[config.mk]
export PLATFORM = sky130hd
export DESIGN_NAME = masked_byte_pattern_scanner_top
export DESIGN_NICKNAME = d
export VERILOG_FILES = /design/src/hdl/mbps_pkg.sv /design/src/hdl/masked_byte_pattern_scanner_top.sv /design/src/hdl/mbps_cfg.sv /design/src/hdl/mbps_window.sv
export SDC_FILE = /design/constraint.sdc
export NUM_CORES = 1
export LEC_CHECK = 0
export ABC_CLOCK_PERIOD_IN_PS = 22900
export BUFFER_PORTS_ARGS = -buffer_cell sky130_fd_sc_hd__buf_2
export CAP_MARGIN = 30
export CORE_ASPECT_RATIO = 0.75
export CORE_MARGIN = 4
export CORE_UTILIZATION = 56
export DETAILED_ROUTE_END_ITERATION = 10
export MAX_ROUTING_LAYER = met4
export PLACE_DENSITY = 0.75
export SLEW_MARGIN = 20
export SYNTH_ARGS = -nofsm -noshare
export SYNTH_HDL_FRONTEND = slang
export SYNTH_HIERARCHICAL = 1
export SYNTH_SLANG_ARGS = --single-unit
[constraint.sdc]
create_clock -name clk -period 22.9 [get_ports clk]
set_input_delay 3.435 -clock clk [delete_from_list [all_inputs] [get_ports clk]]
set_output_delay 3.435 -clock clk [all_outputs]
set_load 0.03 [all_outputs]
[src/hdl/mbps_pkg.sv]
// Shared constants and types for the masked byte pattern scanner.
`timescale 1ns / 1ps
package mbps_pkg;

  localparam int PATTERN_MAX_DEF = 16;
  localparam int BYTE_W          = 8;
  localparam int ADDR_W          = 64;
  localparam int CARE_W          = 16;
  localparam int LEN_FIELD_W     = 5;
  localparam int PAT_IDX_W       = 4;
  localparam int CFG_IDX_W       = 8;
  localparam int CFG_DATA_W      = 64;
  localparam int IN_DATA_W       = BYTE_W + ADDR_W;

  localparam logic [CFG_IDX_W-1:0] REG_PATTERN_LENGTH = 8'd0;
  localparam logic [CFG_IDX_W-1:0] REG_PATTERN_LOW    = 8'd1;
  localparam logic [CFG_IDX_W-1:0] REG_PATTERN_HIGH   = 8'd2;
  localparam logic [CFG_IDX_W-1:0] REG_CARE_MASK      = 8'd3;

  localparam logic [CARE_W-1:0] CARE_RESET = 16'hFFFF;

  typedef logic [BYTE_W-1:0] byte_t;
  typedef logic [ADDR_W-1:0] addr_t;

endpackage

[src/hdl/masked_byte_pattern_scanner_top.sv]
// Top level of the masked byte pattern scanner.
//
//  channel | dir | beat contents
//  --------+-----+-----------------------------------------------------------
//  in_     | in  | tdata: data_byte, byte_address; tuser: first_of_region
//  out_    | out | tdata: match_address
//  cfg_    | in  | index 0 length, 1 pattern low, 2 pattern high, 3 care mask
//
// One beat per cycle while out_ is not stalled; a match result reaches out_ through the input and result registers.
// Input register -> compare against the age-aligned pattern -> result register.
// Synchronous active-low reset; no clearing pass, ready right after reset.
// A stalled out_ holds one result and one further input beat, then in_tready drops.
// cfg_ is always ready; the derived compare view updates with the write.
`timescale 1ns / 1ps
module masked_byte_pattern_scanner_top
  import mbps_pkg::*;
#(
  parameter int PATTERN_MAX = PATTERN_MAX_DEF
) (
  input  logic                  clk,
  input  logic                  rst_n,
  input  logic                  in_tvalid,
  output logic                  in_tready,
  input  logic [IN_DATA_W-1:0]  in_tdata,   // [7:0] data_byte, [71:8] byte_address
  input  logic                  in_tuser,   // [0] first_of_region
  output logic                  out_tvalid,
  input  logic                  out_tready,
  output logic [ADDR_W-1:0]     out_tdata,  // [63:0] match_address
  input  logic                  cfg_valid,
  output logic                  cfg_ready,
  input  logic [CFG_IDX_W-1:0]  cfg_index,
  input  logic [CFG_DATA_W-1:0] cfg_data
);

  localparam int FILL_W = (PATTERN_MAX > 1) ? $clog2(PATTERN_MAX) : 1;

  byte_t [PATTERN_MAX-1:0] pat_age;
  logic  [PATTERN_MAX-1:0] care_age;
  logic  [FILL_W-1:0]      len_m1;

  logic  a_valid_r;
  byte_t a_byte_r;
  addr_t a_addr_r;
  logic  a_first_r;
  logic  a_adv, hit;

  logic  o_valid_r, o_valid_nxt;
  addr_t o_addr_r;

  assign cfg_ready = 1'b1;

  mbps_cfg #(.PATTERN_MAX(PATTERN_MAX)) u_cfg (
    .clk      (clk),
    .rst_n    (rst_n),
    .cfg_valid(cfg_valid),
    .cfg_index(cfg_index),
    .cfg_data (cfg_data),
    .pat_age  (pat_age),
    .care_age (care_age),
    .len_m1   (len_m1)
  );

  assign a_adv     = a_valid_r && (!o_valid_r || out_tready);
  assign in_tready = !a_valid_r || a_adv;

  mbps_window #(.PATTERN_MAX(PATTERN_MAX)) u_window (
    .clk     (clk),
    .rst_n   (rst_n),
    .adv     (a_adv),
    .cur_byte(a_byte_r),
    .first   (a_first_r),
    .pat_age (pat_age),
    .care_age(care_age),
    .len_m1  (len_m1),
    .hit     (hit)
  );

  always_comb begin
    o_valid_nxt = o_valid_r;
    if (a_adv) begin
      o_valid_nxt = hit;
    end else if (out_tready) begin
      o_valid_nxt = 1'b0;
    end
  end

  always_ff @(posedge clk) begin
    if (!rst_n) begin
      a_valid_r <= 1'b0;
      o_valid_r <= 1'b0;
    end else begin
      if (in_tready) begin
        a_valid_r <= in_tvalid;
      end
      o_valid_r <= o_valid_nxt;
    end
  end

  always_ff @(posedge clk) begin
    if (in_tvalid && in_tready) begin
      a_byte_r  <= in_tdata[BYTE_W-1:0];
      a_addr_r  <= in_tdata[BYTE_W +: ADDR_W];
      a_first_r <= in_tuser;
    end
    if (a_adv) begin
      // window start address, wraps modulo 2^64
      o_addr_r <= a_addr_r - {{(ADDR_W-FILL_W){1'b0}}, len_m1};
    end
  end

  assign out_tvalid = o_valid_r;
  assign out_tdata  = o_addr_r;

endmodule

[src/hdl/mbps_cfg.sv]
// Configuration registers and the age-aligned pattern and care view.
`timescale 1ns / 1ps
module mbps_cfg
  import mbps_pkg::*;
#(
  parameter int PATTERN_MAX = PATTERN_MAX_DEF
) (
  input  logic                               clk,
  input  logic                               rst_n,
  input  logic                               cfg_valid,
  input  logic [CFG_IDX_W-1:0]               cfg_index,
  input  logic [CFG_DATA_W-1:0]              cfg_data,
  output byte_t [PATTERN_MAX-1:0]            pat_age,
  output logic  [PATTERN_MAX-1:0]            care_age,
  output logic  [((PATTERN_MAX > 1) ? $clog2(PATTERN_MAX) : 1)-1:0] len_m1
);

  localparam int FILL_W = (PATTERN_MAX > 1) ? $clog2(PATTERN_MAX) : 1;
  localparam int LEN_W  = $clog2(PATTERN_MAX + 1);

  logic [LEN_W-1:0]      len_r, len_nxt, len_src;
  addr_t                 pat_lo_r, pat_lo_nxt, pat_lo_src;
  addr_t                 pat_hi_r, pat_hi_nxt, pat_hi_src;
  logic [CARE_W-1:0]     care_r, care_nxt, care_src;
  logic [LEN_FIELD_W-1:0] len_raw;

  byte_t [PATTERN_MAX-1:0] pat_age_r, pat_age_nxt;
  logic  [PATTERN_MAX-1:0] care_age_r, care_age_nxt;
  logic  [FILL_W-1:0]      len_m1_r, len_m1_nxt;
  logic  [2*ADDR_W-1:0]    pat_all;

  assign len_raw = cfg_data[LEN_FIELD_W-1:0];

  always_comb begin
    len_nxt    = len_r;
    pat_lo_nxt = pat_lo_r;
    pat_hi_nxt = pat_hi_r;
    care_nxt   = care_r;
    if (cfg_valid) begin
      case (cfg_index)
        REG_PATTERN_LENGTH: begin
          if (len_raw == '0) begin
            len_nxt = LEN_W'(1);
          end else if (int'(len_raw) > PATTERN_MAX) begin
            len_nxt = LEN_W'(PATTERN_MAX);
          end else begin
            len_nxt = LEN_W'(len_raw);
          end
        end
        REG_PATTERN_LOW:  pat_lo_nxt = cfg_data;
        REG_PATTERN_HIGH: pat_hi_nxt = cfg_data;
        REG_CARE_MASK:    care_nxt   = cfg_data[CARE_W-1:0];
        default: ;
      endcase
    end
  end

  // reset values feed the derived view directly so it is right from the first beat
  assign len_src    = rst_n ? len_nxt    : LEN_W'(1);
  assign pat_lo_src = rst_n ? pat_lo_nxt : '0;
  assign pat_hi_src = rst_n ? pat_hi_nxt : '0;
  assign care_src   = rst_n ? care_nxt   : CARE_RESET;
  assign pat_all    = {pat_hi_src, pat_lo_src};

  // age 0 is the newest byte, compared against pattern byte len-1
  always_comb begin
    logic [PAT_IDX_W-1:0] jdx;
    logic [PAT_IDX_W+2:0] bsel;
    jdx = '0;
    bsel = '0;
    for (int a = 0; a < PATTERN_MAX; a++) begin
      jdx  = PAT_IDX_W'(int'(len_src) - 1 - a);
      bsel = {jdx, 3'b000};
      if (a < int'(len_src)) begin
        pat_age_nxt[a]  = pat_all[bsel +: BYTE_W];
        care_age_nxt[a] = care_src[jdx];
      end else begin
        pat_age_nxt[a]  = '0;
        care_age_nxt[a] = 1'b0;
      end
    end
    len_m1_nxt = FILL_W'(len_src - LEN_W'(1));
  end

  always_ff @(posedge clk) begin
    if (!rst_n) begin
      len_r    <= LEN_W'(1);
      pat_lo_r <= '0;
      pat_hi_r <= '0;
      care_r   <= CARE_RESET;
    end else begin
      len_r    <= len_nxt;
      pat_lo_r <= pat_lo_nxt;
      pat_hi_r <= pat_hi_nxt;
      care_r   <= care_nxt;
    end
  end

  always_ff @(posedge clk) begin
    pat_age_r  <= pat_age_nxt;
    care_age_r <= care_age_nxt;
    len_m1_r   <= len_m1_nxt;
  end

  assign pat_age  = pat_age_r;
  assign care_age = care_age_r;
  assign len_m1   = len_m1_r;

endmodule

[src/hdl/mbps_window.sv]
// Byte history window, region fill count and masked compare.
`timescale 1ns / 1ps
module mbps_window
  import mbps_pkg::*;
#(
  parameter int PATTERN_MAX = PATTERN_MAX_DEF
) (
  input  logic                    clk,
  input  logic                    rst_n,
  input  logic                    adv,
  input  byte_t                   cur_byte,
  input  logic                    first,
  input  byte_t [PATTERN_MAX-1:0] pat_age,
  input  logic  [PATTERN_MAX-1:0] care_age,
  input  logic  [((PATTERN_MAX > 1) ? $clog2(PATTERN_MAX) : 1)-1:0] len_m1,
  output logic                    hit
);

  localparam int FILL_W = (PATTERN_MAX > 1) ? $clog2(PATTERN_MAX) : 1;
  localparam int WIN_D  = (PATTERN_MAX > 1) ? PATTERN_MAX - 1 : 1;
  localparam logic [FILL_W-1:0] FILL_MAX = FILL_W'(PATTERN_MAX - 1);

  byte_t [WIN_D-1:0]       win_r;
  logic  [FILL_W-1:0]      fill_r, fill_nxt, fill_eff;
  byte_t [PATTERN_MAX-1:0] age_b;
  logic  [PATTERN_MAX-1:0] eq;

  // bytes older than the fill count are never looked at, so a new region
  // only needs the count cleared
  assign fill_eff = first ? '0 : fill_r;
  assign fill_nxt = (fill_eff < FILL_MAX) ? fill_eff + FILL_W'(1) : fill_eff;

  assign age_b[0] = cur_byte;
  for (genvar a = 1; a < PATTERN_MAX; a++) begin : g_age
    assign age_b[a] = win_r[a-1];
  end

  for (genvar a = 0; a < PATTERN_MAX; a++) begin : g_eq
    assign eq[a] = !care_age[a] || (age_b[a] == pat_age[a]);
  end

  assign hit = (fill_eff >= len_m1) && (&eq);

  always_ff @(posedge clk) begin
    if (!rst_n) begin
      fill_r <= '0;
    end else if (adv) begin
      fill_r <= fill_nxt;
    end
  end

  always_ff @(posedge clk) begin
    if (adv) begin
      win_r[0] <= cur_byte;
      for (int k = 1; k < WIN_D; k++) begin
        win_r[k] <= win_r[k-1];
      end
    end
  end

endmodule

==> results.sh <==
export IMPL_status="finished, final reports clean"
export IMPL_crit_slowest_cell="inv_1"
export IMPL_hold_viol=0
export IMPL_timing_slew_headroom=0.244
export IMPL_crit_buf_inv=5
export IMPL_firstDrtPassIters=8
export IMPL_synthCells=2374
export IMPL_pin_count=217
export IMPL_syn_area_um2=26700
export IMPL_synth_edf_count=257
export IMPL_final_setup_tns_ns=0
export IMPL_drive_above_1_share=0.167
export IMPL_grt_pass1_wl_um=131000
export IMPL_drt_iter0_drc=3338
export IMPL_ctsLongestPathBuffers=3
export IMPL_crit_path_cell_trace="buf_2 > inv_1 > a311oi_1 > a31oi_4 > buf_4 > inv_4 > ha_1 > or4bb_1 > nor4_1 > or2_2 > nor2_4 > ha_1 > nor2b_2 > buf_4 > a22oi_1 > nand2_1 > a211oi_1"
export IMPL_die_w_um=260
export IMPL_ys_ff_latch=560
export IMPL_yosys_warnings=6
export IMPL_netSwitchingPower_uw=468
export IMPL_die_y_um=197
export IMPL_post_route_min_period_ns=8.74
export IMPL_netlist_top_cells_area="edfxtp_1, dfxtp_1, mux2i_1"
export IMPL_p_int_mw=1.64
export IMPL_combinationalPowerShare=0.041
export IMPL_min_path_type="register to register"
export IMPL_cp_data_arrival_time_ns=9.18
export IMPL_cp_top_family="buffers and inverters"
export IMPL_switching_share=0.222
export IMPL_yosysTopAreaCell="edfxtp_1"
export IMPL_grt_overflow_total=0
export IMPL_area_growth_synth_to_final_pct=13.1
export IMPL_max_freq_ghz=0.114
export IMPL_skew_ns=0.0192
export IMPL_path_clk_slew_ns=0.06
export IMPL_vias=21000
export IMPL_rsz0062_at_grt="false"
export IMPL_crit_fanout=48
export IMPL_die_area_um2=51300
export IMPL_syn_nets=2543
export IMPL_cts_tree="yes"
export IMPL_cts_repair_resized=0
export IMPL_place_gp_congestion=1.03
export IMPL_fin_util=0.639
export IMPL_start_util=0.565
export IMPL_endpoint_kind="register"
export IMPL_track_usage=0.354
export IMPL_drc=0
export IMPL_core_area_um2=47300
export IMPL_grt_start_max_net_pins=113
export IMPL_antenna_found_initial=2
export IMPL_final_cells=3224
export IMPL_place_area_um2=28300
export IMPL_fin_area_um2=30200
export IMPL_post_cts_setup_buffers=0
export IMPL_setup_violations_final=0
export IMPL_place_inst=3114
export IMPL_cp_start_kind="input pin"
export IMPL_synth_seq_area_share=0.516
export IMPL_wire_per_inst_um=28.4
export IMPL_postRouteAntennaNets=0
export IMPL_synthFlopType="dfxtp_1"
export IMPL_clock_latency_ns=0.62
export IMPL_peakVddDrop_uv=67.9
export IMPL_via_per_inst=6.52
export IMPL_cp_required_ns=23.34
export IMPL_p_clk_frac=0.442
export IMPL_rows=69
export IMPL_max_stage_delay_ns=0.59
export IMPL_dp_hpwl_um=68600
export IMPL_h_tree_depth=2
export IMPL_path_class="input pin to register"
export IMPL_wl_um=91400
export IMPL_period_share=0.382
export IMPL_fill_cells=3720
export IMPL_async_reset_ff_frac=0
export IMPL_netlist_cell_type_count=78
export IMPL_cap_violations=0
export IMPL_whs_ns=0.473
export IMPL_avgSynthCellArea_um2=11.3
export IMPL_fin_nets=2707
export IMPL_maxSlewViolCount=0
export IMPL_synth_top_area_frac=0.289
export IMPL_first_global_vias=19500
export IMPL_worst_pin_slew_ns=1.10
export IMPL_p_per_area_nw_per_um2=69.6
export IMPL_cts_root_buf="clkbuf_16"
export IMPL_holdBufCountCts=0
export IMPL_cts_inserted_buffers=55
export IMPL_clock_sinks=560
export IMPL_seq_power_share=0.517
export IMPL_p_leak_nw=11.2
export IMPL_io_buffers=215
==> final timing paths <==
check / start / end / slack (ns) / depth (start not counted)
worst max-delay path: cfg_index[0] / u_cfg/pat_age[119] / 14.16 / 17
worst min-delay path: u_window/age_b[18] / u_window/age_b[26] / 0.47 / 0
worst max register to register: u_cfg/len_r[0] / u_cfg/pat_age[119] / 17.79 / 15
worst min register to register: u_window/age_b[18] / u_window/age_b[26] / 0.47 / 0
==> cells in the mapped netlist, drive strengths merged (19+ instances only) <==
cell / count
a211oi: 68
a21oi: 102
a22oi: 192
buf: 80
clkbuf: 76
dfxtp: 303
edfxtp: 257
inv: 22
mux2i: 345
nand2: 281
nand3: 36
nand4: 76
nor2: 49
nor3: 19
o21ai: 23
o22ai: 55
o31ai: 20
xnor2: 171
==> power by group through the flow <==
stage                     sequential, mW  clock (mW)  combinational [mW]
after floorplan                     1.12           0              0.0417
after global placement              1.11           0              0.0815
after detailed placement            1.11           0              0.0835
after CTS                           1.09       0.935              0.0840
after global routing                1.09       0.979              0.0935
final                               1.09       0.930              0.0869
==> final cells by class <==
class                           count  area (um2)  area share
Multi-Input combinational cell   1635       12200       0.404
Clock inverter                     26         310      0.0103
Tap cell                          639         800      0.0265
Clock buffer                       77        1520      0.0503
Timing Repair Buffer              263        1520      0.0503
Antenna cell                        1        2.50   0.0000828
Sequential cell                   560       13800       0.456
Inverter                           23        88.8     0.00294
==> per-stage QoR <==
stage                     total power, mW  worst slack, ns
final                                2.10            14.16
after detailed placement             1.19            13.68
after global routing                 2.16            13.91
after floorplan                      1.16             9.72
after global placement               1.19            13.85
after CTS                            2.11            14.34
==> sequential cells by signal (all words and copies together), names as in the netlist, 5 cells and up <==
signal	flops
a_addr_r	64
a_byte_r	8
out_tdata	64
u_cfg/care_age	16
u_cfg/care_r	16
u_cfg/len_r	5
u_cfg/pat_age	128
u_cfg/pat_hi_r	64
u_cfg/pat_lo_r	64
u_window/age_b	120
==> per-layer routing <==
| layer | wire length (um) | track usage | up-vias |
|---|---|---|---|
| met4 | 2510 | 0.0956 | 0 |
| li1 | - | - | 9245 |
| met1 | 39900 | 0.527 | 10400 |
| met2 | 38500 | 0.483 | 1253 |
| met3 | 10600 | 0.0875 | 150 |
| met5 | 0 | - | - |
==> layout by cell type, fill, tap and decap left out, types with 12 or more instances in the layout <==
cell type | netlist | final
a211oi_1 | 67 | 67
a21oi_1 | 101 | 98
a22oi_1 | 192 | 192
buf_2 | 54 | 214
buf_4 | 15 | 42
clkbuf_1 | 76 | 16
clkbuf_16 | 0 | 55
dfxtp_1 | 303 | 303
edfxtp_1 | 257 | 257
ha_1 | 18 | 18
inv_1 | 18 | 17
mux2_2 | 17 | 17
mux2i_1 | 345 | 345
mux4_2 | 12 | 12
nand2_1 | 281 | 281
nand3_1 | 36 | 35
nand4_1 | 76 | 76
nor2_1 | 48 | 40
nor3_1 | 16 | 12
nor4_1 | 13 | 12
o211ai_1 | 16 | 16
o21ai_1 | 15 | 14
o22ai_1 | 55 | 55
o31ai_1 | 20 | 20
or3_1 | 12 | 12
xnor2_1 | 169 | 169
xor2_1 | 16 | 16
==> logic make-up (layout without fill, tap and decap cells) <==
logic type      Yosys count  count (layout)  synth area share
mux                     374             374             0.146
other cells               1               2          0.000140
fa+ha+maj                19              19           0.00917
compound gates          498             498             0.128
xor+xnor                193             193            0.0671
simple gates            550             550             0.102
buf+inv                 179             389            0.0321
flops                   560             560             0.516
Power figures use the tool's default switching activity.
